## config.mk

```make
export PLATFORM = sky130hd
export DESIGN_NAME = int16_linear_convolution
export DESIGN_NICKNAME = d
export VERILOG_FILES = /design/src/sv/ilc_pkg.sv /design/src/sv/int16_linear_convolution.sv /design/src/sv/ilc_ram.sv /design/src/sv/ilc_datapath.sv /design/src/sv/ilc_ctrl.sv
export SDC_FILE = /design/constraint.sdc
export NUM_CORES = 1
export LEC_CHECK = 0
export ABC_CLOCK_PERIOD_IN_PS = 7600
export CAP_MARGIN = 20
export CORE_MARGIN = 1.5
export CORE_UTILIZATION = 54
export CTS_CLUSTER_SIZE = 40
export DETAILED_ROUTE_END_ITERATION = 10
export DONT_BUFFER_PORTS = 1
export GPL_TIMING_DRIVEN = 0
export PLACE_DENSITY = 0.68
export SKIP_LAST_GASP = 1
export SLEW_MARGIN = 20
export SYNTH_ARGS = -nofsm -noshare
export SYNTH_HDL_FRONTEND = slang
export SYNTH_HIERARCHICAL = 1
export SYNTH_SLANG_ARGS = --single-unit
```

## constraint.sdc

```tcl
create_clock -name clock -period 7.6 [get_ports clock]
set_input_delay 0.38 -clock clock [delete_from_list [all_inputs] [get_ports clock]]
set_output_delay 0.38 -clock clock [all_outputs]
set_load 0.01 [all_outputs]
```

## src/sv/ilc_pkg.sv

```systemverilog
// Package for the int16 linear convolution block.
// Holds the command and status structs shared by the controller, the datapath
// and the top level. No dependencies.
package ilc_pkg;

   localparam int SAMPLE_W = 16;

   localparam logic MODE_TAP    = 1'b0;
   localparam logic MODE_SAMPLE = 1'b1;

   typedef struct packed {
      logic load_tap;
      logic start;
      logic step;
      logic drain;
      logic emit;
      logic flush_start;
   } cmd_type;

   typedef struct packed {
      logic no_taps;
      logic last_step;
      logic flush_done;
      logic rsp_free;
   } status_type;

endpackage

```

## src/sv/int16_linear_convolution.sv

```systemverilog
// Top level of the int16 linear convolution block: controller plus datapath.
// Depends on ilc_pkg, ilc_ctrl, ilc_datapath and ilc_ram.
//
// Requests with tuser 0 load kernel taps in order; the tap marked with tlast
// sets the kernel length L, and taps beyond MAX_TAPS are dropped. A request
// with tuser 1 is a sample and yields one output, the low 16 bits of the sum
// of h[k]*x[n-k]. A sample with tlast also yields L-1 flush outputs computed
// with zero input, marks the final one with tlast and then clears the sample
// history. A single multiplier walks the taps one per cycle from the tap and
// history memories; a new request is accepted while a result still waits in
// the output register.
module int16_linear_convolution #(
   parameter int MAX_TAPS = 32
) (
   input  logic        clock,
   input  logic        reset,
   input  logic        req_tvalid,
   output logic        req_tready,
   input  logic [15:0] req_tdata,   // value[15:0]
   input  logic        req_tuser,   // mode
   input  logic        req_tlast,
   output logic        rsp_tvalid,
   input  logic        rsp_tready,
   output logic [15:0] rsp_tdata,   // result_value[15:0]
   output logic        rsp_tlast
);

   ilc_pkg::cmd_type    cmd;
   ilc_pkg::status_type status;

   ilc_ctrl u_ctrl (
      .clock     (clock),
      .reset     (reset),
      .req_valid (req_tvalid),
      .req_ready (req_tready),
      .req_mode  (req_tuser),
      .status    (status),
      .cmd       (cmd)
   );

   ilc_datapath #(.MAX_TAPS(MAX_TAPS)) u_datapath (
      .clock     (clock),
      .reset     (reset),
      .cmd       (cmd),
      .status    (status),
      .req_value (req_tdata),
      .req_last  (req_tlast),
      .rsp_valid (rsp_tvalid),
      .rsp_ready (rsp_tready),
      .rsp_value (rsp_tdata),
      .rsp_last  (rsp_tlast)
   );

   a_emit_slot_free: assert property (@(posedge clock) disable iff (reset)
      cmd.emit |-> status.rsp_free)
      else $error("Result loaded while the output register is still occupied.");

   a_one_command: assert property (@(posedge clock) disable iff (reset)
      $onehot0({cmd.load_tap, cmd.start, cmd.step, cmd.drain, cmd.emit}))
      else $error("More than one datapath command issued in a cycle.");

   a_flush_with_emit: assert property (@(posedge clock) disable iff (reset)
      cmd.flush_start |-> cmd.emit && !status.flush_done)
      else $error("Flush pass started without emitting the previous output.");

   a_busy_after_sample: assert property (@(posedge clock) disable iff (reset)
      req_tvalid && req_tready && req_tuser == ilc_pkg::MODE_SAMPLE |=> !req_tready)
      else $error("Request accepted while a sample is being processed.");

endmodule

```

## src/sv/ilc_ram.sv

```systemverilog
// Generic simple dual-port RAM with one write port and one registered read port.
// Used for the tap store and the sample history. No dependencies.
module ilc_ram #(
   parameter int WIDTH = 16,
   parameter int DEPTH = 32
) (
   input  logic                                    clock,
   input  logic                                    wr_en,
   input  logic [(DEPTH > 1 ? $clog2(DEPTH) : 1)-1:0] wr_addr,
   input  logic [WIDTH-1:0]                        wr_data,
   input  logic [(DEPTH > 1 ? $clog2(DEPTH) : 1)-1:0] rd_addr,
   output logic [WIDTH-1:0]                        rd_data
);

   logic [WIDTH-1:0] mem [DEPTH];
   logic [WIDTH-1:0] rd_data_ff;

   always_ff @(posedge clock) begin
      if (wr_en) begin
         mem[wr_addr] <= wr_data;
      end
      rd_data_ff <= mem[rd_addr];
   end

   assign rd_data = rd_data_ff;

endmodule

```

## src/sv/ilc_datapath.sv

```systemverilog
// Datapath of the int16 linear convolution block: tap and history memories,
// the multiply-accumulate unit, the counters and the result register.
// Depends on ilc_pkg and ilc_ram.
module ilc_datapath #(
   parameter int MAX_TAPS = 32
) (
   input  logic                          clock,
   input  logic                          reset,
   input  ilc_pkg::cmd_type              cmd,
   output ilc_pkg::status_type           status,
   input  logic [ilc_pkg::SAMPLE_W-1:0]  req_value,
   input  logic                          req_last,
   output logic                          rsp_valid,
   input  logic                          rsp_ready,
   output logic [ilc_pkg::SAMPLE_W-1:0]  rsp_value,
   output logic                          rsp_last
);

   localparam int CW   = $clog2(MAX_TAPS + 1);
   localparam int AW   = (MAX_TAPS > 1) ? $clog2(MAX_TAPS) : 1;
   localparam int SW   = ilc_pkg::SAMPLE_W;
   localparam int HMAX = MAX_TAPS - 1;

   logic [CW-1:0] tap_count_ff, tap_count_in;
   logic [CW-1:0] load_index_ff, load_index_in;
   logic [CW-1:0] fill_ff, fill_in;
   logic [CW-1:0] k_ff, k_in;
   logic [CW-1:0] flush_ff, flush_in;
   logic [AW-1:0] wp_ff, wp_in;
   logic [AW-1:0] ra_ff, ra_in;
   logic [SW-1:0] x_ff, x_in;
   logic          last_ff, last_in;
   logic [SW-1:0] acc_ff, acc_in;
   logic          s1_valid_ff, s1_valid_in;
   logic          s1_use_x_ff, s1_use_x_in;
   logic          s1_hist_ok_ff, s1_hist_ok_in;
   logic          rsp_valid_ff, rsp_valid_in;
   logic [SW-1:0] rsp_value_ff, rsp_value_in;
   logic          rsp_last_ff, rsp_last_in;

   logic          tap_wr_en;
   logic [SW-1:0] tap_rd;
   logic [SW-1:0] hist_rd;
   logic [SW-1:0] operand;
   logic [2*SW-1:0] product;
   logic          final_out;

   ilc_ram #(.WIDTH(SW), .DEPTH(MAX_TAPS)) u_tap_ram (
      .clock   (clock),
      .wr_en   (tap_wr_en),
      .wr_addr (load_index_ff[AW-1:0]),
      .wr_data (req_value),
      .rd_addr (k_ff[AW-1:0]),
      .rd_data (tap_rd)
   );

   ilc_ram #(.WIDTH(SW), .DEPTH(MAX_TAPS)) u_hist_ram (
      .clock   (clock),
      .wr_en   (cmd.drain),
      .wr_addr (wp_ff),
      .wr_data (x_ff),
      .rd_addr (ra_ff),
      .rd_data (hist_rd)
   );

   assign tap_wr_en = cmd.load_tap && (load_index_ff < CW'(MAX_TAPS));
   assign operand   = s1_use_x_ff ? x_ff : (s1_hist_ok_ff ? hist_rd : '0);
   assign product   = $signed(tap_rd) * $signed(operand);
   assign final_out = last_ff && (flush_ff == '0);

   always_comb begin
      tap_count_in  = tap_count_ff;
      load_index_in = load_index_ff;
      fill_in       = fill_ff;
      k_in          = k_ff;
      flush_in      = flush_ff;
      wp_in         = wp_ff;
      ra_in         = ra_ff;
      x_in          = x_ff;
      last_in       = last_ff;
      acc_in        = acc_ff;
      s1_valid_in   = cmd.step;
      s1_use_x_in   = (k_ff == '0);
      s1_hist_ok_in = (k_ff <= fill_ff);
      rsp_valid_in  = rsp_valid_ff && !rsp_ready;
      rsp_value_in  = rsp_value_ff;
      rsp_last_in   = rsp_last_ff;

      if (cmd.load_tap) begin
         if (tap_wr_en) begin
            load_index_in = load_index_ff + CW'(1);
         end
         if (req_last) begin
            tap_count_in  = load_index_in;
            load_index_in = '0;
         end
      end

      if (s1_valid_ff) begin
         acc_in = acc_ff + product[SW-1:0];
      end

      if (cmd.start) begin
         x_in     = req_value;
         last_in  = req_last;
         k_in     = '0;
         ra_in    = wp_ff;
         acc_in   = '0;
         flush_in = (req_last && tap_count_ff != '0) ? tap_count_ff - CW'(1) : '0;
      end

      if (cmd.step) begin
         k_in  = k_ff + CW'(1);
         ra_in = (ra_ff == '0) ? AW'(MAX_TAPS - 1) : ra_ff - AW'(1);
      end

      if (cmd.drain) begin
         wp_in = (wp_ff == AW'(MAX_TAPS - 1)) ? '0 : wp_ff + AW'(1);
         if (fill_ff < CW'(HMAX)) begin
            fill_in = fill_ff + CW'(1);
         end
      end

      if (cmd.emit) begin
         rsp_valid_in = 1'b1;
         rsp_value_in = acc_ff;
         rsp_last_in  = final_out;
         if (final_out) begin
            fill_in = '0;
         end
      end

      if (cmd.flush_start) begin
         x_in     = '0;
         k_in     = '0;
         ra_in    = wp_ff;
         acc_in   = '0;
         flush_in = flush_ff - CW'(1);
      end
   end

   always_ff @(posedge clock) begin
      if (reset) begin
         tap_count_ff  <= '0;
         load_index_ff <= '0;
         fill_ff       <= '0;
         k_ff          <= '0;
         flush_ff      <= '0;
         wp_ff         <= '0;
         ra_ff         <= '0;
         last_ff       <= 1'b0;
         s1_valid_ff   <= 1'b0;
         rsp_valid_ff  <= 1'b0;
      end else begin
         tap_count_ff  <= tap_count_in;
         load_index_ff <= load_index_in;
         fill_ff       <= fill_in;
         k_ff          <= k_in;
         flush_ff      <= flush_in;
         wp_ff         <= wp_in;
         ra_ff         <= ra_in;
         last_ff       <= last_in;
         s1_valid_ff   <= s1_valid_in;
         rsp_valid_ff  <= rsp_valid_in;
      end
      x_ff          <= x_in;
      acc_ff        <= acc_in;
      s1_use_x_ff   <= s1_use_x_in;
      s1_hist_ok_ff <= s1_hist_ok_in;
      rsp_value_ff  <= rsp_value_in;
      rsp_last_ff   <= rsp_last_in;
   end

   assign status.no_taps    = (tap_count_ff == '0);
   assign status.last_step  = ((k_ff + CW'(1)) == tap_count_ff);
   assign status.flush_done = (flush_ff == '0);
   assign status.rsp_free   = !rsp_valid_ff || rsp_ready;

   assign rsp_valid = rsp_valid_ff;
   assign rsp_value = rsp_value_ff;
   assign rsp_last  = rsp_last_ff;

endmodule

```

## src/sv/ilc_ctrl.sv

```systemverilog
// Controller of the int16 linear convolution block: sequences tap loads,
// the multiply-accumulate passes, history updates and flush outputs.
// Depends on ilc_pkg.
module ilc_ctrl (
   input  logic                clock,
   input  logic                reset,
   input  logic                req_valid,
   output logic                req_ready,
   input  logic                req_mode,
   input  ilc_pkg::status_type status,
   output ilc_pkg::cmd_type    cmd
);

   typedef enum logic [1:0] {
      IDLE,
      RUN,
      DRAIN,
      EMIT
   } state_type;

   state_type state_ff, state_in;

   always_comb begin
      state_in  = state_ff;
      cmd       = '0;
      req_ready = 1'b0;
      unique case (state_ff)
         IDLE: begin
            req_ready = 1'b1;
            if (req_valid) begin
               if (req_mode == ilc_pkg::MODE_SAMPLE) begin
                  cmd.start = 1'b1;
                  state_in  = status.no_taps ? DRAIN : RUN;
               end else begin
                  cmd.load_tap = 1'b1;
               end
            end
         end
         RUN: begin
            cmd.step = 1'b1;
            if (status.last_step) begin
               state_in = DRAIN;
            end
         end
         DRAIN: begin
            cmd.drain = 1'b1;
            state_in  = EMIT;
         end
         EMIT: begin
            if (status.rsp_free) begin
               cmd.emit = 1'b1;
               if (status.flush_done) begin
                  state_in = IDLE;
               end else begin
                  cmd.flush_start = 1'b1;
                  state_in        = RUN;
               end
            end
         end
         default: begin
            state_in = IDLE;
         end
      endcase
   end

   always_ff @(posedge clock) begin
      if (reset) begin
         state_ff <= IDLE;
      end else begin
         state_ff <= state_in;
      end
   end

endmodule

```

==> results.sh <==
export IMPL_cap_viol_max_count=0
export IMPL_row_count=111
export IMPL_crit_family="adder cells"
export IMPL_antenna_found_initial=1
export IMPL_synth_top_cell_area_share_pct=62.2
export IMPL_post_cts_buffers=0
export IMPL_cp_start_kind="register"
export IMPL_syn_area_per_cell_sq_um=15.2
export IMPL_core_area_sq_mm=0.0919
export IMPL_clock_path_buffers=3
export IMPL_ios=41
export IMPL_synth_seq_cells=1152
export IMPL_h_tree_depth=3
export IMPL_tritoncts="built"
export IMPL_die_h_um=308
export IMPL_path_cells="buf_4 -> buf_4 -> a22o_1 -> clkbuf_1 -> and2_1 -> fa_1 -> fa_1 -> ha_1 -> fa_1 -> inv_1 -> fa_1 -> fa_1 -> inv_1 -> ha_1 -> o21a_1 -> a21boi_0 -> nor4b_1 -> o31ai_1 -> xnor2_1 -> a211oi_2"
export IMPL_grt_pass1_vias=28900
export IMPL_crit_slowest_cell="dfxtp_1"
export IMPL_ys_types=66
export IMPL_clock_sinks=1152
export IMPL_max_slew_margin_rel_pct=33.7
export IMPL_max_freq_mhz=143
export IMPL_dieArea_sq_mm=0.0949
export IMPL_finClkSkew_ns=0.0293
export IMPL_required_ns=8.21
export IMPL_dp_hpwl_um=80700
export IMPL_ys_warn_count=6
export IMPL_synthArstFlopShare_pct=0
export IMPL_synth_top_area_cell="edfxtp_1"
export IMPL_grtUsageTotal_pct=25.5
export IMPL_portBuffers=0
export IMPL_synth_edf_count=1041
export IMPL_cp_arrival_ns=7.58
export IMPL_crit_buf_inv=5
export IMPL_drc=0
export IMPL_rrSetupSlack_ns=0.63
export IMPL_grt_util_met3_pct=4.10
export IMPL_overflow=0
export IMPL_setup_viol=0
export IMPL_area_growth_synth_to_final_pct=13.1
export IMPL_yosysSeqAreaShare_pct=66.6
export IMPL_status="finished, final reports clean"
export IMPL_die_x_um=308
export IMPL_diodes=0
export IMPL_drtPass1Iterations=5
export IMPL_detail_route_antenna_nets=0
export IMPL_routed_wl_um=120000
export IMPL_nNetsFinal=3687
export IMPL_layout_drive_gt1_share_pct=12.3
export IMPL_clk_pin_slew_ns=0.06
export IMPL_worst_pin_slew_ns=0.995
export IMPL_path_common_cell="fa_1"
export IMPL_drt_iter0_drc=2674
export IMPL_endpoint_kind="register"
export IMPL_numCtsBuffers=115
export IMPL_start_util_pct=54.7
export IMPL_rsz0062_at_grt="false"
export IMPL_synth_most_common_cell="edfxtp_1"
export IMPL_grt_pass1_wl_um=178000
export IMPL_synth_commonest_cells="edfxtp_1, mux2i_1, inv_1, nand2_1, nor2_1"
export IMPL_wl_per_cell_um=24.9
export IMPL_clockRootBuffer="clkbuf_16"
export IMPL_grtUsageMet1_pct=34.4
export IMPL_hold_viol_final=0
export IMPL_top_usage_layer="met2"
export IMPL_place_congestion=0.894
export IMPL_setup_tns_ns=0
export IMPL_path_max_fanout=10
export IMPL_max_stage_delay_ns=0.59
export IMPL_yosys_top_cells_area="edfxtp_1, mux2i_1, dfxtp_1"
export IMPL_syn_area_sq_mm=0.0503
export IMPL_critical_path_class="reg2reg"
export IMPL_use_met2_pct=41.7
export IMPL_grt_max_degree=36
export IMPL_via_per_inst=5.90
export IMPL_synthCells=3312
export IMPL_maxSlewViolCount=0
export IMPL_post_route_min_period_ns=6.97
export IMPL_syn_num_nets=3514
export IMPL_synth_main_ff_cell="edfxtp_1"
export IMPL_vias=28500
export IMPL_clk_latency_ns=0.70
export IMPL_min_path_type="in2reg"
export IMPL_fin_crit_sh_pct=91.7
-- cell families (layout without fill, tap and decap cells) --
family,count (synthesis),after routing,synth area share (%)
flip-flops,1152,1152,66.6
AND/OR/NAND/NOR,631,631,6.12
multiplexers,549,549,10.9
AO/OA/AOI/OAI,399,399,5.60
buffers and inverters,347,622,3.77
adder cells (fa/ha/maj),180,180,5.87
XOR/XNOR,54,54,1.11
-- flip-flops by register name, summed over array words and instances, names as in the netlist, 6 cells and up --
register,count
u_datapath/u_tap_ram/rd_data,16
u_datapath/fill_ff,6
u_datapath/tap_count_ff,6
u_datapath/u_tap_ram/mem,512
u_datapath/flush_ff,6
u_datapath/u_hist_ram/mem,512
u_datapath/x_ff,16
u_datapath/u_hist_ram/rd_data,16
u_datapath/k_ff,6
u_datapath/rsp_value,16
u_datapath/acc_ff,16
u_datapath/load_index_ff,6
-- path summary, 6_finish.rpt --
check / startpoint / endpoint / cells after the start
max: u_datapath/s1_use_x_ff / u_datapath/acc_ff[15] / 20
min: req_tvalid / u_ctrl/state_ff[1] / 3
max reg2reg: u_datapath/s1_use_x_ff / u_datapath/acc_ff[15] / 20
min reg2reg: u_datapath/acc_ff[0] / u_datapath/rsp_value[0] / 0
-- placed cells by master, fill, tap and decap left out, types with 7 or more instances in the layout --
master,count
a211oi_1,7
a21oi_1,99
a22o_1,70
a22oi_1,132
a31oi_1,34
and2_1,53
buf_12,27
buf_2,38
buf_4,40
buf_6,22
buf_8,20
bufinv_16,13
clkbuf_1,72
clkbuf_16,121
clkbuf_8,15
clkinv_1,16
clkinv_2,18
dfxtp_1,95
dfxtp_2,16
dlygate4sd3_1,18
edfxtp_1,1041
fa_1,93
ha_1,87
inv_1,178
mux2i_1,548
nand2_1,162
nand2b_1,19
nand3_1,81
nand3b_1,17
nand4_1,37
nor2_1,89
nor2_2,65
nor2b_1,28
nor3_1,46
o21ai_0,24
xnor2_1,39
xor2_1,9
-- area by class of cell --
class,count,area (sq um)
Fill cell,6735,35100
Sequential cell,1152,33500
Multi-Input combinational cell,1813,15100
Clock buffer,161,3330
Tap cell,1243,1560
Buffer,169,1230
Timing Repair Buffer,56,852
Inverter,178,668
Clock inverter,58,642
-- stage by stage --
stage,instances,hold WS [ns],util (%),area (sq um),worst slack [ns]
3_5_place_dp,4577,0.469,57.0,52400,0.768
6_report,4830,0.0784,61.8,56800,0.628
3_3_place_gp,4555,0.475,56.4,51800,0.531
2_1_floorplan,3312,0.431,-,50300,1.62
5_1_grt,4830,0.0603,61.8,56800,0.356
4_1_cts,4830,0.0428,61.8,56800,0.734
-- worst min-delay path: cells and delay by family --
| kind | cells | cell delay, ns |
|---|---|---|
| mux | 1 | 0.18 |
| simple gates | 1 | 0.11 |
| compound gates | 1 | 0.07 |
-- metal layers --
layer	wire, um	part of all wire (%)	up-vias
met4	4380	3.6	2
met1	49100	41	14500
li1	-	-	12700
met3	8520	7.1	201
met2	58200	48	1094
met5	8	0.0067	-
-- repair_timing --
item | 4_1_cts | 5_1_grt
resized for setup | 0 | 0
endpoints found under the setup margin | 0 | 0
hold endpoints to repair | 530 | 0
hold buffers | 34 | 0
Power is left out: the tool's default activity adds up to more than one toggle a clock period on the data nets, which glitch-free logic cannot reach.
